===== config.mk =====
export PLATFORM = sky130hd
export DESIGN_NAME = fbf_cell
export DESIGN_NICKNAME = d
export VERILOG_FILES = /design/src/design/fbf_pkg.sv /design/src/design/fbf_cell.sv
export SDC_FILE = /design/constraint.sdc
export NUM_CORES = 1
export LEC_CHECK = 0
export CORE_MARGIN = 1.5
export CORE_UTILIZATION = 45
export DETAILED_ROUTE_END_ITERATION = 12
export DONT_BUFFER_PORTS = 1
export GPL_TIMING_DRIVEN = 1
export REMOVE_ABC_BUFFERS = 1
export SLEW_MARGIN = 20
export SYNTH_ARGS = -nofsm -noshare
export SYNTH_HDL_FRONTEND = slang
export SYNTH_SLANG_ARGS = --single-unit

===== constraint.sdc =====
create_clock -name clk_i -period 0.8 [get_ports clk_i]
set_clock_uncertainty 0.2 [all_clocks]
set_input_delay 0.12 -clock clk_i [delete_from_list [all_inputs] [get_ports clk_i]]
set_output_delay 0.12 -clock clk_i [all_outputs]
set_load 0.1 [all_outputs]

===== src/design/fbf_pkg.sv =====
`default_nettype none
package fbf_pkg;

  localparam int unsigned HEAP_BYTES      = 1048576;
  localparam int unsigned HDR_BYTES       = 16;
  localparam int unsigned MIN_BYTES       = 16;
  localparam int unsigned MAX_BLOCKS_DEF  = 64;
  localparam int unsigned OFF_W           = 20;
  localparam int unsigned SZ_W            = 21;
  localparam int unsigned CNT_PORT_W      = 7;
  localparam int unsigned FRAC_W          = 16;

  localparam logic [SZ_W-1:0] HEAP_DATA = SZ_W'(HEAP_BYTES - HDR_BYTES);
  localparam logic [SZ_W-1:0] HDR_SZ    = SZ_W'(HDR_BYTES);
  localparam logic [SZ_W-1:0] MIN_SZ    = SZ_W'(MIN_BYTES);
  localparam logic [SZ_W-1:0] SPLIT_MIN = SZ_W'(MIN_BYTES + HDR_BYTES);

  localparam logic FUNC_ALLOC = 1'b0;
  localparam logic FUNC_FREE  = 1'b1;

  localparam logic [1:0] ST_OK      = 2'd0;
  localparam logic [1:0] ST_ZERO    = 2'd1;
  localparam logic [1:0] ST_NOFIT   = 2'd2;
  localparam logic [1:0] ST_BADFREE = 2'd3;

  typedef enum logic [2:0] {
    OP_NONE,
    OP_ROT,
    OP_WRITE,
    OP_INSERT,
    OP_REMOVE
  } cell_op_e;

  typedef struct packed {
    logic [OFF_W-1:0] off;
    logic [SZ_W-1:0]  size;
    logic             used;
  } entry_t;

  typedef struct packed {
    cell_op_e op;
    entry_t   ent;
  } cmd_t;

  typedef struct packed {
    logic             func;
    logic [SZ_W-1:0]  req_size;
    logic [OFF_W-1:0] free_addr;
  } in_word_t;

  typedef struct packed {
    logic [1:0]            status;
    logic [OFF_W-1:0]      data_addr;
    logic [OFF_W-1:0]      bytes_allocated;
    logic [OFF_W-1:0]      bytes_free;
    logic [CNT_PORT_W-1:0] used_count;
    logic [CNT_PORT_W-1:0] free_count;
    logic [OFF_W-1:0]      largest_free;
    logic [FRAC_W-1:0]     fragmentation;
  } out_word_t;

endpackage
`default_nettype wire


===== src/design/fbf_cell.sv =====
`default_nettype none
module fbf_cell #(
  parameter int unsigned IDX   = 0,
  parameter int unsigned IDX_W = 6
) (
  input  wire logic              clk_i,
  input  wire logic              rst_ni,
  input  wire fbf_pkg::cmd_t     cmd_i,
  input  wire logic [IDX_W-1:0]  idx_i,
  input  wire fbf_pkg::entry_t   left_i,
  input  wire fbf_pkg::entry_t   right_i,
  output fbf_pkg::entry_t        ent_o
);
  import fbf_pkg::*;

  entry_t ent_q, ent_d;
  logic   here, above;

  assign here  = (idx_i == IDX_W'(IDX));
  assign above = (IDX_W'(IDX) > idx_i);

  always_comb begin
    ent_d = ent_q;
    unique case (cmd_i.op)
      OP_ROT:    ent_d = right_i;
      OP_WRITE:  if (here) ent_d = cmd_i.ent;
      OP_INSERT: begin
        if (here) begin
          ent_d = cmd_i.ent;
        end else if (above) begin
          ent_d = left_i;
        end
      end
      OP_REMOVE: if (here || above) ent_d = right_i;
      default:   ent_d = ent_q;
    endcase
  end

  always_ff @(posedge clk_i or negedge rst_ni) begin
    if (!rst_ni) begin
      if (IDX == 0) begin
        ent_q <= '{off: '0, size: HEAP_DATA, used: 1'b0};
      end else begin
        ent_q <= '0;
      end
    end else begin
      ent_q <= ent_d;
    end
  end

  assign ent_o = ent_q;

endmodule
`default_nettype wire


==> out/results.txt, run 1 <==
Delay-heaviest family, CP: buffers and inverters
Worst Tran Pin Value: 0.250 ns
Sink Count: 42
Count leader, synth: o21ai_0
Worst path max stage delay: 0.34 ns
Routed vias/inst: 6.10
Cell Rows: 30
Hold Slack: -0.698 ns
Die Span X: 86.1 um
Layout cell share with drive strength beyond 1: 28.3%
Max FO, Critical Path: 17
Worst Path Buf+Inv: 2
Gpl congestion: 0.771
Ys async rst share: 100%
Clock root buffer: clkbuf_8
EDFF count, synth: 0
Total CTS buffers: 5
Clock latency on the worst-skew pair: 0.30 ns
I/O pin count: 179
Status: complete, but fails checks
Top cells by count, synth: o21ai_0, nand2_1, nor2_1
Largest net degree at the start of global routing: 43
RSZ-0062 raised after global routing: yes
Leading area contributor after synthesis: dfrtp_1
Iter 0 DRT Violations: 155
Crit path time final: 1.44 ns
Final worst-path cycle share: 180%
Synth Cell Area: 3110 um2
Critical-path top delay cell: mux2_2
Setup crit end: ent_o[3]
Port Buffers: 0
Post-Syn Instances: 394
Reg-to-Reg Start: ent_o[3]
Failing checks: hold timing, setup timing
Data required time of the worst path: 0.79 ns
Syn. warnings: 0
Crit path depth: 6
R2R Path End: ent_o[3]
Post-synth top area share: 20.9%
HP Class: in2async
Reg2reg setup slack: -0.31 ns
WL/cell: 19.1 um
Crit path kind: in2reg
Critical path arrival: 1.43 ns
Max Transition Viols Final: 0
Initial antenna violation count: 0
Final wirelength: 10.0 mm
Max_cap viols: 0
Leakage power: 0.00177 uW
Die Footprint: 7410 um2
DRC viols: 0
# fillers: 555
Vias in the first global route: 3190
Starting Density: 46.2%
Area Growth Syn to Fin: 41.7%
Cell area power density: 2480 nW/um2
Clock buffer depth: 2
CTS tree: done
First drt pass iteration count: 4
Post-route ant nets: 0
Final setup fails: 84
PnR worst setup slack: -0.644 ns
Slew HR: 83.2%
N_diodes: 0
Count of final hold-check violations: 84
Kind of end point of the critical path: flop
Fmax: 693 MHz
Core ar.: 6720 um2
R2r worst-path depth: 2
Beginning of the critical path: idx_i[0]
Maximum vdd drop: 1100 uV
Total Power: 10900 uW
Finished Layout Cells: 525
Hpwl dp: 7.13 mm
GRT Residual Overflow: 0
Top FF cell, synth: dfrtp_1
Nature of the critical path startpoint: primary input
Register area share after synthesis: 34.5%
GRT Util Overall: 27.4%
Yosys cell types: 30
Mean Syn Cell Area: 7.89 um2
Worst-path cell chain: nor4_4 -> buf_4 -> nand2_4 -> o211ai_4 -> buf_12 -> mux2_2
Flops & latches, synth: 42
H-tree depth: 2
Via count: 3204
Top cells by area, synth: dfrtp_1, dfstp_2, o21ai_0
Worst-path clk slew: 0.09 ns
Number of flip-flops in the largest register: 42
Final nets: 581
Placed insts: 508
Die H: 86.1 um
First-pass GRT wire length: 16.1 mm
-- kinds of logic after synthesis --
family          count (synthesis)  synth area share (%)
compound gates                149                  33.3
flops                          42                  34.5
buf+inv                        65                  9.10
simple gates                  123                  17.7
mux                            15                  5.44
-- area by class of cell --
type	instances	area (um2)	area share, %
Clock buffer	5	68.8	1.56
Tap cell	80	100	2.27
Timing Repair Buffer	82	1220	27.6
Clock inverter	3	45.0	1.02
Inverter	26	97.6	2.22
Sequential cell	42	1070	24.3
Multi-Input combinational cell	287	1800	41.0
-- cells in the final DEF, fill, tap and decap left out --
cell type	netlist	final
o221a_4	0	3
mux2_2	5	4
nand2_4	1	1
dfrtp_1	26	26
o211ai_4	1	1
a21boi_0	1	1
or2_1	1	1
nor2b_4	0	1
o221a_2	8	5
inv_1	26	26
nor4b_1	1	1
a21oi_1	26	26
clkbuf_8	0	5
o221a_1	19	19
dfstp_2	16	16
nand4_4	1	1
nand3_1	26	26
nor3b_1	1	1
nor2_2	0	1
buf_12	0	48
nand2_1	58	58
nor2b_2	0	1
mux2_4	0	1
o22a_1	26	26
nor4_4	0	1
o21ai_1	0	2
nand2b_1	1	1
buf_4	1	34
nor2_1	29	28
mux2_1	10	10
or4_1	1	1
bufinv_16	0	1
clkinvlp_4	0	2
o21ai_0	67	65
o21bai_1	1	1
-- report_power, final --
group,leakage (uW),switching [uW],internal [uW]
Combinational,0.00126,3810,2270
Sequential,0.000463,452,2660
Clock,0.0000504,808,929
-- worst min path at each step --
| stage | start | endpoint | slack [ns] | depth (start not counted) |
|---|---|---|---|---|
| 3_5_place_dp | rst_ni | ent_o[3] | -0.37 | 0 |
| 5_1_grt | rst_ni | ent_o[24] | -0.72 | 0 |
| 4_1_cts | rst_ni | ent_o[24] | -0.71 | 0 |
| 3_3_place_gp | rst_ni | ent_o[3] | -0.37 | 0 |
| 2_1_floorplan | rst_ni | ent_o[0] | -0.38 | 0 |
| 6_report | rst_ni | ent_o[1] | -0.70 | 0 |
-- through the flow --
| stage | area (um2) | setup WS, ns | setup TNS, ns | util [%] |
|---|---|---|---|---|
| 2_1_floorplan | 2920 | -2.75 | -124.75 | - |
| 3_3_place_gp | 4180 | -0.939 | -43.54 | 62.2 |
| 3_5_place_dp | 4180 | -0.968 | -44.35 | 62.2 |
| 4_1_cts | 4350 | -0.642 | -44.88 | 64.8 |
| 5_1_grt | 4400 | -0.686 | -47.25 | 65.5 |
| 6_report | 4400 | -0.644 | -44.91 | 65.5 |
-- routing by layer --
metal	global-route usage, %	part of all wire, %
met5	0	0
met4	5.87	0.92
met3	7.99	11
met2	47.0	49
met1	34.3	40
-- timing repair --
action | in CTS | in global routing
resized for setup | 4 | 5
pin swaps | 0 | 0
hold endpoints to repair | 84 | 84
setup endpoints to repair | 84 | 84
setup buffers | 6 | 3
(Power assumes the default switching activity.)
==> run 2: changes to the inputs <==
--- a/config.mk
+++ b/config.mk
@@ -5,11 +5,13 @@
 export SDC_FILE = /design/constraint.sdc
 export NUM_CORES = 1
 export LEC_CHECK = 0
+export CORE_ASPECT_RATIO = 0.8
 export CORE_MARGIN = 1.5
 export CORE_UTILIZATION = 45
 export DETAILED_ROUTE_END_ITERATION = 12
 export DONT_BUFFER_PORTS = 1
 export GPL_TIMING_DRIVEN = 1
+export MAX_ROUTING_LAYER = met4
 export REMOVE_ABC_BUFFERS = 1
 export SLEW_MARGIN = 20
 export SYNTH_ARGS = -nofsm -noshare
==> run 2 against run 1 <==
The run still ends with hold timing, setup timing left. Final cell count grew 0.19%. Die area hardly changed. Worst setup slack better by 0.032 ns. Critical endpoint is now ent_o[26]. Largest power group unchanged.
==> out/results.txt, run 2 (same netlist as run 1, synthesis figures left out) <==
First-pass GRT wire length: 15.5 mm
Final wirelength: 9.85 mm
Clock latency on the worst-skew pair: 0.29 ns
Core ar.: 6540 um2
First drt pass iteration count: 4
N_diodes: 0
Number of flip-flops in the largest register: 42
Finished Layout Cells: 526
Post-route ant nets: 0
Total Power: 10600 uW
Hpwl dp: 7.04 mm
Nature of the critical path startpoint: primary input
Worst path max stage delay: 0.33 ns
Die H: 77.3 um
Worst-path clk slew: 0.08 ns
Via count: 3180
Initial antenna violation count: 0
Die Footprint: 7410 um2
# fillers: 566
Maximum vdd drop: 1500 uV
H-tree depth: 2
Critical-path top delay cell: mux2_2
GRT Residual Overflow: 0
Count of final hold-check violations: 84
Kind of end point of the critical path: flop
Crit path kind: in2reg
Clock root buffer: clkbuf_8
Leakage power: 0.00177 uW
Crit path time final: 1.41 ns
R2r worst-path depth: 2
Max_cap viols: 0
Worst Tran Pin Value: 0.307 ns
Area Growth Syn to Fin: 40.9%
Max Transition Viols Final: 0
Failing checks: hold timing, setup timing
WL/cell: 18.7 um
Die Span X: 95.9 um
Data required time of the worst path: 0.78 ns
I/O pin count: 179
GRT Util Overall: 27.5%
Largest net degree at the start of global routing: 43
PnR worst setup slack: -0.612 ns
Final nets: 578
Area occupied by multi-input gates: 1800 um2
Layout cell share with drive strength beyond 1: 28.1%
Commonest non-fill, non-tap cells in the layout: o21ai_0, nand2_1, buf_12, nor2_1, buf_4
Critical path arrival: 1.39 ns
Max FO, Critical Path: 13
Iter 0 DRT Violations: 190
CTS tree: done
Cell area power density: 2410 nW/um2
Register Area: 1070 um2
Final worst-path cycle share: 177%
Fmax: 708 MHz
HP Class: in2async
Status: complete, but fails checks
Total CTS buffers: 5
Sink Count: 42
Routed vias/inst: 6.05
Port Buffers: 0
Starting Density: 47.5%
Clock buffer depth: 2
Vias in the first global route: 3050
RSZ-0062 raised after global routing: yes
Gpl congestion: 0.797
Placed insts: 508
Final setup fails: 84
DRC viols: 0
Hold Slack: -0.682 ns
Commonest non-fill, non-tap cell in the layout: o21ai_0
Worst-path cell chain: nor4_4 -> buf_4 -> nand4_4 -> o211ai_4 -> buf_12 -> mux2_2
Slew HR: 79.5%
Cell Rows: 26
==> run 2: per-stage QoR <==
stage | hold slack [ns] | worst slack [ns] | instance area (um2) | util [%] | setup TNS [ns]
2_1_floorplan | -0.376 | -2.75 | 2920 | - | -124.75
3_3_place_gp | -0.374 | -0.905 | 4180 | 63.9 | -42.19
3_5_place_dp | -0.374 | -0.915 | 4180 | 63.9 | -42.85
4_1_cts | -0.696 | -0.605 | 4310 | 66.0 | -43.33
5_1_grt | -0.708 | -0.648 | 4380 | 67.0 | -45.89
6_report | -0.682 | -0.612 | 4380 | 67.0 | -43.07
==> run 2: final cells by class <==
class / count / area share (%)
clock buffers: 6 / 1.66
clock inverters: 2 / 0.229
inverters: 26 / 2.23
multi-input cells: 287 / 41.0
flip-flops and latches: 42 / 24.5
well taps: 84 / 2.40
repair buffers: 79 / 28.0
==> run 2: critical path: cells and delay by family <==
family,cells,cell delay (ns)
simple gates,2,0.43
compound gates,1,0.14
mux,1,0.33
buf+inv,2,0.36
==> run 2: final timing paths <==
path | slack [ns] | startpoint | end
worst max-delay path | -0.61 | idx_i[0] | ent_o[26]
max in group asynchronous | 0.89 | rst_ni | ent_o[17]
worst min-delay path | -0.68 | rst_ni | ent_o[0]
worst min register to register | 0.36 | ent_o[24] | ent_o[24]
min in group clk_i | -0.17 | right_i[31] | ent_o[31]
worst max register to register | -0.33 | ent_o[27] | ent_o[27]
==> run 2: what timing repair did <==
item | in CTS | in global routing
endpoints found under the hold margin | 84 | 84
buffers inserted | 2 | 8
gates cloned | 0 | 0
setup endpoints to repair | 84 | 84
resized for setup | 9 | 5
==> run 2: power by group <==
part | switching (uW) | leakage, uW | internal [uW] | total, uW
registers | 444 | 0.000463 | 2660 | 3110
logic | 3820 | 0.00126 | 2280 | 6100
clock network | 740 | 0.0000450 | 606 | 1350
total | 5000 | 0.00177 | 5550 | 10600
==> run 2: metal layers <==
metal  GRT usage (%)  vias to the layer above  wire length, um
met5               -                        -                0
met4            6.18                        0               62
met3            6.05                        4             1080
met2            44.2                      167             4930
met1            35.3                     1506             3770
li1                -                     1503                -
