--- src/design/fbf_pkg.sv ---
`default_nettype none
package fbf_pkg;

  localparam int unsigned HEAP_BYTES      = 1048576;
  localparam int unsigned HDR_BYTES       = 16;
  localparam int unsigned MIN_BYTES       = 16;
  localparam int unsigned MAX_BLOCKS_DEF  = 64;
  localparam int unsigned OFF_W           = 20;
  localparam int unsigned SZ_W            = 21;
  localparam int unsigned CNT_PORT_W      = 7;
  localparam int unsigned FRAC_W          = 16;

  localparam logic [SZ_W-1:0] HEAP_DATA = SZ_W'(HEAP_BYTES - HDR_BYTES);
  localparam logic [SZ_W-1:0] HDR_SZ    = SZ_W'(HDR_BYTES);
  localparam logic [SZ_W-1:0] MIN_SZ    = SZ_W'(MIN_BYTES);
  localparam logic [SZ_W-1:0] SPLIT_MIN = SZ_W'(MIN_BYTES + HDR_BYTES);

  localparam logic FUNC_ALLOC = 1'b0;
  localparam logic FUNC_FREE  = 1'b1;

  localparam logic [1:0] ST_OK      = 2'd0;
  localparam logic [1:0] ST_ZERO    = 2'd1;
  localparam logic [1:0] ST_NOFIT   = 2'd2;
  localparam logic [1:0] ST_BADFREE = 2'd3;

  typedef enum logic [2:0] {
    OP_NONE,
    OP_ROT,
    OP_WRITE,
    OP_INSERT,
    OP_REMOVE
  } cell_op_e;

  typedef struct packed {
    logic [OFF_W-1:0] off;
    logic [SZ_W-1:0]  size;
    logic             used;
  } entry_t;

  typedef struct packed {
    cell_op_e op;
    entry_t   ent;
  } cmd_t;

  typedef struct packed {
    logic             func;
    logic [SZ_W-1:0]  req_size;
    logic [OFF_W-1:0] free_addr;
  } in_word_t;

  typedef struct packed {
    logic [1:0]            status;
    logic [OFF_W-1:0]      data_addr;
    logic [OFF_W-1:0]      bytes_allocated;
    logic [OFF_W-1:0]      bytes_free;
    logic [CNT_PORT_W-1:0] used_count;
    logic [CNT_PORT_W-1:0] free_count;
    logic [OFF_W-1:0]      largest_free;
    logic [FRAC_W-1:0]     fragmentation;
  } out_word_t;

endpackage
`default_nettype wire

--- src/design/fbf_frac.sv ---
`default_nettype none
module fbf_frac (
  input  wire logic                          clk_i,
  input  wire logic                          rst_ni,
  input  wire logic                          start_i,
  input  wire logic [fbf_pkg::SZ_W-1:0]      free_i,
  input  wire logic [fbf_pkg::SZ_W-1:0]      large_i,
  output logic                               done_o,
  output logic [fbf_pkg::FRAC_W-1:0]         frac_o
);
  import fbf_pkg::*;

  localparam int unsigned CW = $clog2(FRAC_W + 1);

  logic              busy_q, done_q;
  logic [CW-1:0]     cnt_q;
  logic [SZ_W-1:0]   div_q, rem_q;
  logic [FRAC_W-1:0] quo_q;
  logic [SZ_W:0]     rem2;
  logic              ge;

  assign rem2 = {rem_q, 1'b0};
  assign ge   = (rem2 >= {1'b0, div_q});

  always_ff @(posedge clk_i or negedge rst_ni) begin
    if (!rst_ni) begin
      busy_q <= 1'b0;
      done_q <= 1'b0;
      cnt_q  <= '0;
    end else begin
      done_q <= 1'b0;
      if (start_i) begin
        if (free_i == '0 || large_i > free_i || large_i == '0) begin
          done_q <= 1'b1;
        end else begin
          busy_q <= 1'b1;
          cnt_q  <= CW'(FRAC_W);
        end
      end else if (busy_q) begin
        cnt_q <= cnt_q - 1'b1;
        if (cnt_q == CW'(1)) begin
          busy_q <= 1'b0;
          done_q <= 1'b1;
        end
      end
    end
  end

  always_ff @(posedge clk_i) begin
    if (start_i) begin
      div_q <= free_i;
      rem_q <= free_i - large_i;
      if (free_i == '0 || large_i > free_i) begin
        quo_q <= '0;
      end else if (large_i == '0) begin
        quo_q <= '1;
      end else begin
        quo_q <= '0;
      end
    end else if (busy_q) begin
      if (ge) begin
        rem_q <= SZ_W'(rem2 - {1'b0, div_q});
      end else begin
        rem_q <= SZ_W'(rem2);
      end
      quo_q <= {quo_q[FRAC_W-2:0], ge};
    end
  end

  assign done_o = done_q;
  assign frac_o = quo_q;

endmodule
`default_nettype wire

--- config.mk ---
export PLATFORM = sky130hd
export DESIGN_NAME = fbf_frac
export DESIGN_NICKNAME = d
export VERILOG_FILES = /design/src/design/fbf_pkg.sv /design/src/design/fbf_frac.sv
export SDC_FILE = /design/constraint.sdc
export NUM_CORES = 1
export LEC_CHECK = 0
export BUFFER_PORTS_ARGS = -buffer_cell sky130_fd_sc_hd__buf_2
export CAP_MARGIN = 40
export CELL_PAD_IN_SITES_DETAIL_PLACEMENT = 0
export CELL_PAD_IN_SITES_GLOBAL_PLACEMENT = 1
export CORE_ASPECT_RATIO = 0.7
export CORE_MARGIN = 3
export CORE_UTILIZATION = 46
export CTS_CLUSTER_SIZE = 12
export DETAILED_ROUTE_END_ITERATION = 16
export PLACE_DENSITY_LB_ADDON = 0.1
export SETUP_SLACK_MARGIN = 0.15
export SLEW_MARGIN = 5
export SYNTH_ARGS = -nofsm -noshare
export SYNTH_HDL_FRONTEND = slang
export SYNTH_SLANG_ARGS = --single-unit
--- constraint.sdc ---
create_clock -name clk_i -period 3.3 [get_ports clk_i]
set_clock_uncertainty 0.1 [all_clocks]
set_input_delay 0.825 -clock clk_i [delete_from_list [all_inputs] [get_ports clk_i]]
set_output_delay 0.825 -clock clk_i [all_outputs]
set_load 0.05 [all_outputs]
==> metrics.txt, run 1 <==
outcome complete, no violations; Mapped Cells 550; I/O pin total 62; Max FO, Critical Path 5; predominant post-synthesis flop cell edfxtp_1; fin area 5957 sq um; Final Hold Viols 0; Clk Latency, worst-skew pair 320 ps; RSZ-0062 raised after global routing false; Psw 0.002189 W; gpl congestion 0.8589; crit path DAT 3000 ps; pwr/cell area 837.0 nW/um^2; Setup crit end kind flip-flop; Yosys top cell by area edfxtp_1; DP HPWL 10.72 mm; Fmax 0.3278 GHz; Slew HR 69.27%; Seq. cell area 1917 sq um; Nets 714; TritonCTS clock tree yes; layout filler cell count 1008; Required @ worst endpoint 3250 ps; layout cells sized above 1 19.27%; die width 132.3 microns; diode count 0; GRT overflow 0; Async SR Flop Fraction 10.77%; CTS Buf Count 9; Mapped Area 5139 sq um; die area 12500 sq um; Startpoint Class input port; FF-to-FF Start rem_q[16]$_DFFE_PP_; DIE HEIGHT 94.43 microns; Multi-input gate area 2905 sq um; worst-margin pin slew 454.5 ps; maximum number of pins on one net before global-route repair 46; via count 4250; Setup Crit Path Kind input port to flip-flop; Distinct cells, synth 76; vias in the first global route 3892; Max Root-Sink Buffers 2; worst hold path class input port to asynchronous set/reset pin; gr usage total 21.50%; drt wl/cell 17.11 microns; Via density 5.477; Tcrit/Tclk final 92.44%; Power, Total 0.004986 W; Starting Density 48.35%; Flop pwr share 27.9%; Clock Power Share 16.2%; Post-Route WL 13.28 mm; R2R Setup Slk 350 ps; worst r2r path cells 9; Post-synth EDFFs 58; Gate power share 55.9%; Cell Int Power 0.002797 W; DR pass1 iterations 4; H-tree depth 3; net count after synthesis 641; DP Area 5698 sq um; max-cap violation count 0; top post-synthesis cells by area edfxtp_1 (34%), ha_1 (11%), inv_1 (4.7%); clock slew at reported path FFs 50 ps; first-pass GRT wire length 21.07 mm; leakage 2.640 nW; Core Footprint 10630 sq um; Peak VDD IR 0.0003212 V; post-CTS setup buffers 0; Final setup viols 0; Period minus WS final 3050 ps; Synth top area share 33.89%; register area share after synthesis 37.30%; syn avg cell area 9.343 sq um; area grow syn2layout 15.92%; Antenna Violating Nets Remaining 0; Synth Warn # 0; fraction of power spent switching nets 43.90%; drc violations 0; register bit total from synthesis 65; PortBufs 61; Hold WS 229.2 ps; clk sinks 65; fin. max-slew vios 0; initial antenna violation count 0; row cnt 31; Initial DRC Count 282; RR Endpoint rem_q[8]$_DFFE_PP_; root buffer cell clkbuf_16
[registers in the layout (all words and copies together), names as in the netlist]
name	count
busy_q	1
cnt_q	5
div_q	21
done_o	1
frac_o	16
rem_q	21
[cell type report]
cell class	count	area share [%]
Clock buffer	11	3.907
Tap cell	148	3.109
Clock inverter	5	0.3781
Sequential cell	65	32.18
Timing Repair Buffer	77	7.561
Multi-Input combinational cell	405	48.77
Inverter	65	4.096
[timing repair]
action,in CTS,in global routing
endpoints found under the setup margin,0,1
gates resized for setup,0,1
hold buffers,0,0
[stage by stage]
step           cells  TNS, ps  setup WS, ps  utilization [%]
2_1_floorplan    550        0         290.4                -
3_3_place_gp     760        0         1.900            53.61
3_5_place_dp     760   -10.59        -10.59            53.61
4_1_cts          776        0         327.1            56.02
5_1_grt          776        0         177.9            56.05
6_report         776        0         249.6            56.05
[cell usage after synthesis (all sizes together), types with 10 or more instances]
cell type and instances:
xor2 14, nand3 10, nand2 40, inv 65
o21ai 48, ha 44, nor2 35, nor4 10
edfxtp 58, a21o 12, nor3 15, xnor2 15
a21oi 45
[worst max path at each step]
| stage | start | to | cells after the start |
|---|---|---|---|
| detailed placement | free_i[9] | rem_q[19]$_DFFE_PP_ | 10 |
| finish | free_i[9] | rem_q[20]$_DFFE_PP_ | 10 |
| CTS | free_i[1] | rem_q[19]$_DFFE_PP_ | 10 |
| global placement | free_i[0] | rem_q[20]$_DFFE_PP_ | 12 |
| global route | rem_q[16]$_DFFE_PP_ | rem_q[8]$_DFFE_PP_ | 9 |
| floorplan | free_i[0] | rem_q[18]$_DFFE_PP_ | 11 |
[cells in the final DEF (no fill, tap or decap), drive strengths merged, types with 3 or more instances in the layout]
master   netlist  layout
o21a           9       9
ha            44      44
a31oi          6       6
inv           65      65
a21boi         3       3
and3           5       5
nor3          15      15
nand3         10      10
clkinv         0       5
xnor2         15      15
nand2b         9       9
a2111oi        4       4
dfrtp          7       7
edfxtp        58      58
mux2i          3       3
a21o          12      12
and2           3       3
clkbuf         8      11
buf            7      77
nor2          35      35
or4            3       3
o21ai         48      48
nor2b          9       9
or2            3       3
o31ai          5       5
a211oi         9       9
nor4          10      10
a21oi         45      45
or3            4       4
nand2         40      40
a22oi          5       5
xor2          14      14
nor4b          3       3
o31a           4       4
nand4          5       5
[worst max-delay path: stages]
cell and delay (ps):
buf_2 120, ha_1 370, a21o_1 230, a21oi_1 240, nand3b_1 110, o31a_2 340, a21oi_1 180, o21ai_1 100
xnor2_1 320, a22oi_1 150
[layer usage]
layer  vias to the layer above  routed length, microns  track usage [%]
met1                      1954                    7539            36.32
met3                         4                     836            3.621
met4                         0                      78            4.412
met5                         -                       0                0
li1                       2161                       -                -
met2                       131                    4821            27.59
[power by group through the flow]
stage | combinational, W | clock, W | sequential (W)
6_report | 0.00279 | 0.000808 | 0.00139
5_1_grt | 0.00306 | 0.000862 | 0.00143
4_1_cts | 0.00275 | 0.000836 | 0.00139
3_5_place_dp | 0.00272 | 0 | 0.00140
3_3_place_gp | 0.00272 | 0 | 0.00140
2_1_floorplan | 0.00187 | 0 | 0.00160
[kinds of logic (layout without fill, tap and decap cells)]
logic type | after synthesis | count (layout) | share of synthesized area (%)
flops | 65 | 65 | 37.30
buf+inv | 80 | 158 | 6.233
fa+ha+maj | 46 | 46 | 11.49
xor+xnor | 29 | 29 | 4.943
mux | 3 | 3 | 0.5844
compound gates | 170 | 170 | 23.45
simple gates | 157 | 157 | 16.00
(Power assumes the default switching activity.)
==> run 2: changes to the inputs <==
--- a/config.mk
+++ b/config.mk
@@ -12,9 +12,9 @@
 export CORE_ASPECT_RATIO = 0.7
 export CORE_MARGIN = 3
 export CORE_UTILIZATION = 46
-export CTS_CLUSTER_SIZE = 12
+export CTS_CLUSTER_SIZE = 14
 export DETAILED_ROUTE_END_ITERATION = 16
-export PLACE_DENSITY_LB_ADDON = 0.1
+export PLACE_DENSITY = 0.88
 export SETUP_SLACK_MARGIN = 0.15
 export SLEW_MARGIN = 5
 export SYNTH_ARGS = -nofsm -noshare
==> run 2 against run 1 <==
Against the previous run:
- core utilization increased by 0.21 points
- cell area increased by 0.38%
- die area unchanged
- clock-buffer cell count increased by 4
- highest routed layer unchanged
- cell count decreased by 0.39%
- combinational power decreased by 1%
- largest power group unchanged
- worst hold slack improved by 1.7 ps
- sequential power about the same
- critical path depth unchanged
- register-to-register slack about the same
==> metrics.txt, run 2 (synthesis results as in run 1) <==
first-pass GRT wire length 21.47 mm (+1.9%); worst-margin pin slew 564.4 ps (+109.8 ps); Fmax 0.3346 GHz (+2.1%); layout filler cell count 960 (-4.8%); RSZ-0062 raised after global routing false; commonest non-fill, non-tap cell in the layout inv_1; I/O pin total 62 (unchanged); post-CTS setup buffers 0 (unchanged); Power, Total 0.005098 W (+2.2%); Via density 5.620 (+2.6%); vias in the first global route 4096 (+5.2%); TritonCTS clock tree yes; Max FO, Critical Path 4 (-1); drt wl/cell 16.98 microns (-0.75%); Setup Crit Path Kind input port to flip-flop; worst hold path class input port to asynchronous set/reset pin; fin. max-slew vios 0 (unchanged); gpl congestion 0.9482 (+10%); row cnt 31 (unchanged); Starting Density 48.35% (unchanged); initial antenna violation count 0 (unchanged); die area 12500 sq um (unchanged); leakage 2.642 nW (about the same); via count 4344 (+2.2%); Period minus WS final 2989 ps (-61.57 ps); layout cells sized above 1 19.04% (-0.23 points); Setup crit end kind flip-flop; gr usage total 21.36% (-0.14 points); DP HPWL 10.36 mm (-3.4%); Startpoint Class input port; root buffer cell clkbuf_16; Nets 711 (-0.42%); area grow syn2layout 16.36%; Peak VDD IR 0.0003220 V (+0.25%); Required @ worst endpoint 3250 ps (about the same); fin area 5979 sq um (+0.38%); PnR worst setup slack 311.1 ps (+61.57 ps); DP Area 5663 sq um (-0.61%); PortBufs 61 (unchanged); maximum number of pins on one net before global-route repair 54 (+17%); max-cap violation count 0 (unchanged); Hold WS 230.9 ps (+1.668 ps); Place WS -21.79 ps (-11.21 ps); DR pass1 iterations 5 (+1); clock slew at reported path FFs 50 ps (about the same); Final Hold Viols 0 (unchanged); fin util 56.26% (+0.21 points); drc violations 0 (unchanged); outcome complete, no violations; Final setup viols 0 (unchanged); GRT overflow 0 (unchanged); die width 132.3 microns (unchanged); Initial DRC Count 401 (+42%); Slew HR 62.38% (-6.9 points); Post-Route WL 13.13 mm (-1.1%); Antenna Violating Nets Remaining 0 (unchanged); Core Footprint 10630 sq um (unchanged); CTS Buf Count 9 (unchanged); Max Root-Sink Buffers 2 (unchanged); DIE HEIGHT 94.43 microns (unchanged); Tcrit/Tclk final 90.57% (-1.9 points); most frequent cells in the layout inv_1 (65), buf_2 (61), edfxtp_1 (58), ha_1 (44), a21oi_1 (41); Clk Latency, worst-skew pair 320 ps (about the same); pwr/cell area 852.6 nW/um^2 (+1.9%); diode count 0 (unchanged); crit path DAT 2940 ps (-60 ps); H-tree depth 3 (unchanged); clk sinks 65 (unchanged)
run 2: cell count changes in the layout (fill, tap and decap cells not counted), sizes merged:
cell	delta
clkbuf	+4
clkinv	-4
buf	-3
run 2: where the power goes:
part	internal, W	switching, W
Sequential	0.00124	0.000159
Combinational	0.00104	0.00172
Clock	0.000620	0.000325
run 2: layout make-up:
| cell class | count | area (sq um) | area share (%) |
|---|---|---|---|
| Multi-Input combinational cell | 405 | 2913 | 48.71 |
| Sequential cell | 65 | 1917 | 32.06 |
| Timing Repair Buffer | 74 | 415.4 | 6.947 |
| Clock buffer | 15 | 300.3 | 5.022 |
| Inverter | 65 | 244.0 | 4.080 |
| Tap cell | 148 | 185.2 | 3.097 |
| Clock inverter | 1 | 5.005 | 0.08370 |
run 2: final timing paths:
| path | startpoint | endpoint | slack (ps) | depth (start not counted) |
|---|---|---|---|---|
| setup / recovery | free_i[1] | rem_q[19]$_DFFE_PP_ | 310 | 10 |
| hold / removal | rst_ni | busy_q$_DFFE_PN0P_ | 230 | 1 |
| setup reg to reg | rem_q[14]$_DFFE_PP_ | rem_q[13]$_DFFE_PP_ | 350 | 9 |
| hold reg to reg | busy_q$_DFFE_PN0P_ | busy_q$_DFFE_PN0P_ | 450 | 1 |
| max in group asynchronous | rst_ni | done_o$_DFF_PN0_ | 2710 | 1 |
| min in group clk_i | busy_q$_DFFE_PN0P_ | busy_q$_DFFE_PN0P_ | 450 | 1 |
run 2: through the flow:
stage               std cells  TNS, ps
finish                    773        0
global route              773        0
CTS                       773        0
detailed placement        757   -21.79
global placement          757        0
floorplan                 550        0
run 2: worst max-delay path, stage by stage:
cell	delay, ps
buf_2	120
ha_1	280
nor2b_1	150
o31a_2	340
o41ai_4	270
a21oi_1	170
a2111oi_2	400
nor3_1	120
xnor2_1	190
a22oi_2	60
run 2: repair_timing:
action / CTS / global route
resized for setup: 0 / 3
endpoints found under the setup margin: 0 / 4
hold buffers: 0 / 0
run 2: layer usage:
metal | routed length [microns] | vias up | track usage [%] | part of all wire, %
met1 | 6648 | 2037 | 33.48 | 51
met2 | 5381 | 146 | 29.67 | 41
met3 | 1014 | 9 | 5.059 | 7.7
met4 | 82 | 0 | 4.239 | 0.62
li1 | - | 2152 | - | -
met5 | 0 | - | 0 | 0
==> run 3: changes to the inputs <==
--- a/config.mk
+++ b/config.mk
@@ -11,10 +11,11 @@
 export CELL_PAD_IN_SITES_GLOBAL_PLACEMENT = 1
 export CORE_ASPECT_RATIO = 0.7
 export CORE_MARGIN = 3
-export CORE_UTILIZATION = 46
+export CORE_UTILIZATION = 30
 export CTS_CLUSTER_SIZE = 14
 export DETAILED_ROUTE_END_ITERATION = 16
-export PLACE_DENSITY = 0.88
+export PLACE_DENSITY = 0.63
+export REMOVE_ABC_BUFFERS = 1
 export SETUP_SLACK_MARGIN = 0.15
 export SLEW_MARGIN = 5
 export SYNTH_ARGS = -nofsm -noshare
==> run 3 against run 2 <==
Against the previous run:
- non-clock buffer count is 14 higher
- cell count is 12% higher
- cell area is 3.9% higher
- critical endpoint is now rem_q[18]$_DFFE_PP_
- largest cell class unchanged
- largest power group unchanged
==> metrics.txt, run 3 (synthesis results as in run 1) <==
most frequent cells in the layout inv_1 (65), buf_2 (61), edfxtp_1 (58), ha_1 (44), nand2_1 (40); Sum Neg Setup Slack 0 ps (unchanged); critical path, cell by cell buf_2 -> inv_1 -> ha_1 -> fa_1 -> nor2b_4 -> o31ai_4 -> a21oi_2 -> o31a_2 -> a31oi_4 -> o21ai_0 -> nor4_1 -> buf_4 -> a2111oi_2; Tcrit/Tclk final 90.61% (about the same); PortBufs 61 (unchanged); Max FO, Critical Path 3 (-1); Psw 0.002281 W (+3.6%); gpl congestion 0.8283 (-13%); Cell Int Power 0.002947 W (+1.7%); GRT overflow 0 (unchanged); pwr/cell area 841.4 nW/um^2 (-1.3%); I/O pin total 62 (unchanged); DP HPWL 11.10 mm (+7.1%); Buf+Inv Stages, Crit Path 3 (+2); outcome complete, no violations; Slew HR 61.92% (-0.46 points); Via density 5.047 (-10%); grt peak-use layer met1; fin area 6213 sq um (+3.9%); Peak VDD IR 0.0002768 V (-14%); Required @ worst endpoint 3260 ps (about the same); Core Footprint 16540 sq um (+56%); Max Root-Sink Buffers 2 (unchanged); Clock Power Share 18.3% (-0.2 points); vias in the first global route 4243 (+3.6%); area grow syn2layout 20.92%; worst hold path class input port to asynchronous set/reset pin; initial antenna violation count 0 (unchanged); commonest non-fill, non-tap cell in the layout inv_1; Final Hold Viols 0 (unchanged); Clk Latency, worst-skew pair 330 ps (about the same); CP max-delay cell o31a_2; GR Util met3 3.001% (-2.1 points); crit path DAT 2950 ps (about the same); met2 Use GR 22.23% (-7.4 points); CTS Hold Buffers Added 0 (unchanged); first-pass GRT wire length 22.48 mm (+4.7%); met1 usage 22.87% (-11 points); clock slew at reported path FFs 60 ps (about the same); fin. max-slew vios 0 (unchanged); row cnt 39 (+26%); H-tree depth 3 (unchanged); clk sinks 65 (unchanged); drc violations 0 (unchanged); CTS Buf Count 9 (unchanged); die area 18760 sq um (+50%); leakage 2.725 nW (+3.1%); gr usage total 15.24% (-6.1 points); Starting Density 31.06% (-17 points); fraction of power spent switching nets 43.63% (+0.45 points); Setup crit end kind flip-flop; worst-margin pin slew 566.0 ps (+1.675 ps); TritonCTS clock tree yes; Power, Total 0.005228 W (+2.6%); CP delay by family, top compound AO/OA/AOI/OAI gates; die width 162.4 microns (+23%); Initial DRC Count 207 (-48%); DIE HEIGHT 115.5 microns (+22%); Antenna Violating Nets Remaining 0 (unchanged); Flop pwr share 26.8% (-0.7 points); via count 4361 (+0.39%); Setup Crit Path Kind input port to flip-flop; RSZ-0062 raised after global routing false; maximum number of pins on one net before global-route repair 43 (-20%); DP Area 5902 sq um (+4.2%); Post-Route WL 14.14 mm (+7.7%); Period minus WS final 2990 ps (+1.219 ps); layout cells sized above 1 21.28% (+2.2 points); root buffer cell clkbuf_16; diode count 0 (unchanged); Startpoint Class input port; max-cap violation count 0 (unchanged); Final setup viols 0 (unchanged); critical path depth 13 (+3); worst r2r path cells 10 (+1); Fmax 0.3344 GHz (about the same); CP peak stage delay 390 ps (about the same); DR pass1 iterations 5 (unchanged); Gate power share 54.9% (+0.9 points); drt wl/cell 16.36 microns (-3.6%); Nets 725 (+2.0%)
[run 3: cell types whose count changed in the layout (fill, tap and decap cells not counted), sizes merged]
cell    delta
bufinv     +1
inv        +1
clkinv     +4
buf       +14
clkbuf     -6
[run 3: final timing paths]
kind | slack [ps] | end | from
min | 220 | cnt_q[1]$_DFFE_PN0P_ | rst_ni
max | 310 | rem_q[18]$_DFFE_PP_ | free_i[0]
max in group asynchronous | 2720 | busy_q$_DFFE_PN0P_ | rst_ni
min in group clk_i | 450 | cnt_q[0]$_DFFE_PN0P_ | cnt_q[0]$_DFFE_PN0P_
min reg2reg | 450 | cnt_q[0]$_DFFE_PN0P_ | cnt_q[0]$_DFFE_PN0P_
max reg2reg | 370 | rem_q[11]$_DFFE_PP_ | rem_q[1]$_DFFE_PP_
[run 3: metal layers]
| layer | part of all wire [%] | wire length (microns) |
|---|---|---|
| met5 | 0 | 0 |
| met3 | 4.0 | 570 |
| met4 | 1.4 | 196 |
| met1 | 53 | 7456 |
| met2 | 42 | 5912 |
[run 3: what timing repair did]
action / 4_1_cts / 5_1_grt
gates resized for setup: 0 / 4
setup endpoints to repair: 0 / 7
setup buffers: 0 / 0
[run 3: per-stage QoR]
| step | hold WS [ps] | cells | setup slack [ps] | utilization [%] |
|---|---|---|---|---|
| floorplan | 379.1 | 535 | 306.8 | - |
| global placement | 400.9 | 848 | 7.722 | 35.68 |
| detailed placement | 419.0 | 848 | -37.18 | 35.68 |
| CTS | 214.1 | 864 | 273.3 | 37.46 |
| global route | 221.7 | 864 | 159.9 | 37.56 |
| finish | 217.1 | 864 | 309.9 | 37.56 |
[run 3: cell type report]
class | instances | area [sq um]
Fill cell | 1651 | 10330
Inverter | 65 | 244.0
Sequential cell | 65 | 1917
Timing Repair Buffer | 88 | 558.0
Multi-Input combinational cell | 405 | 2918
Clock buffer | 9 | 225.2
Clock inverter | 7 | 70.07
Tap cell | 225 | 281.5
[run 3: worst register-to-register path, stage by stage (launching register included)]
cell and delay [ps]:
edfxtp_1 390, ha_1 360, nor2b_4 170, o31ai_4 300, a21o_1 230, nand3_1 130, a21boi_2 350, buf_12 210
nor2_1 80, a211oi_1 270, a21oi_1 70
[run 3: power groups by stage]
stage,combinational (W),clock [W],sequential (W)
detailed placement,0.00282,0,0.00141
global route,0.00318,0.00101,0.00143
global placement,0.00283,0,0.00140
floorplan,0.00180,0,0.00160
finish,0.00287,0.000958,0.00140
CTS,0.00284,0.000977,0.00140
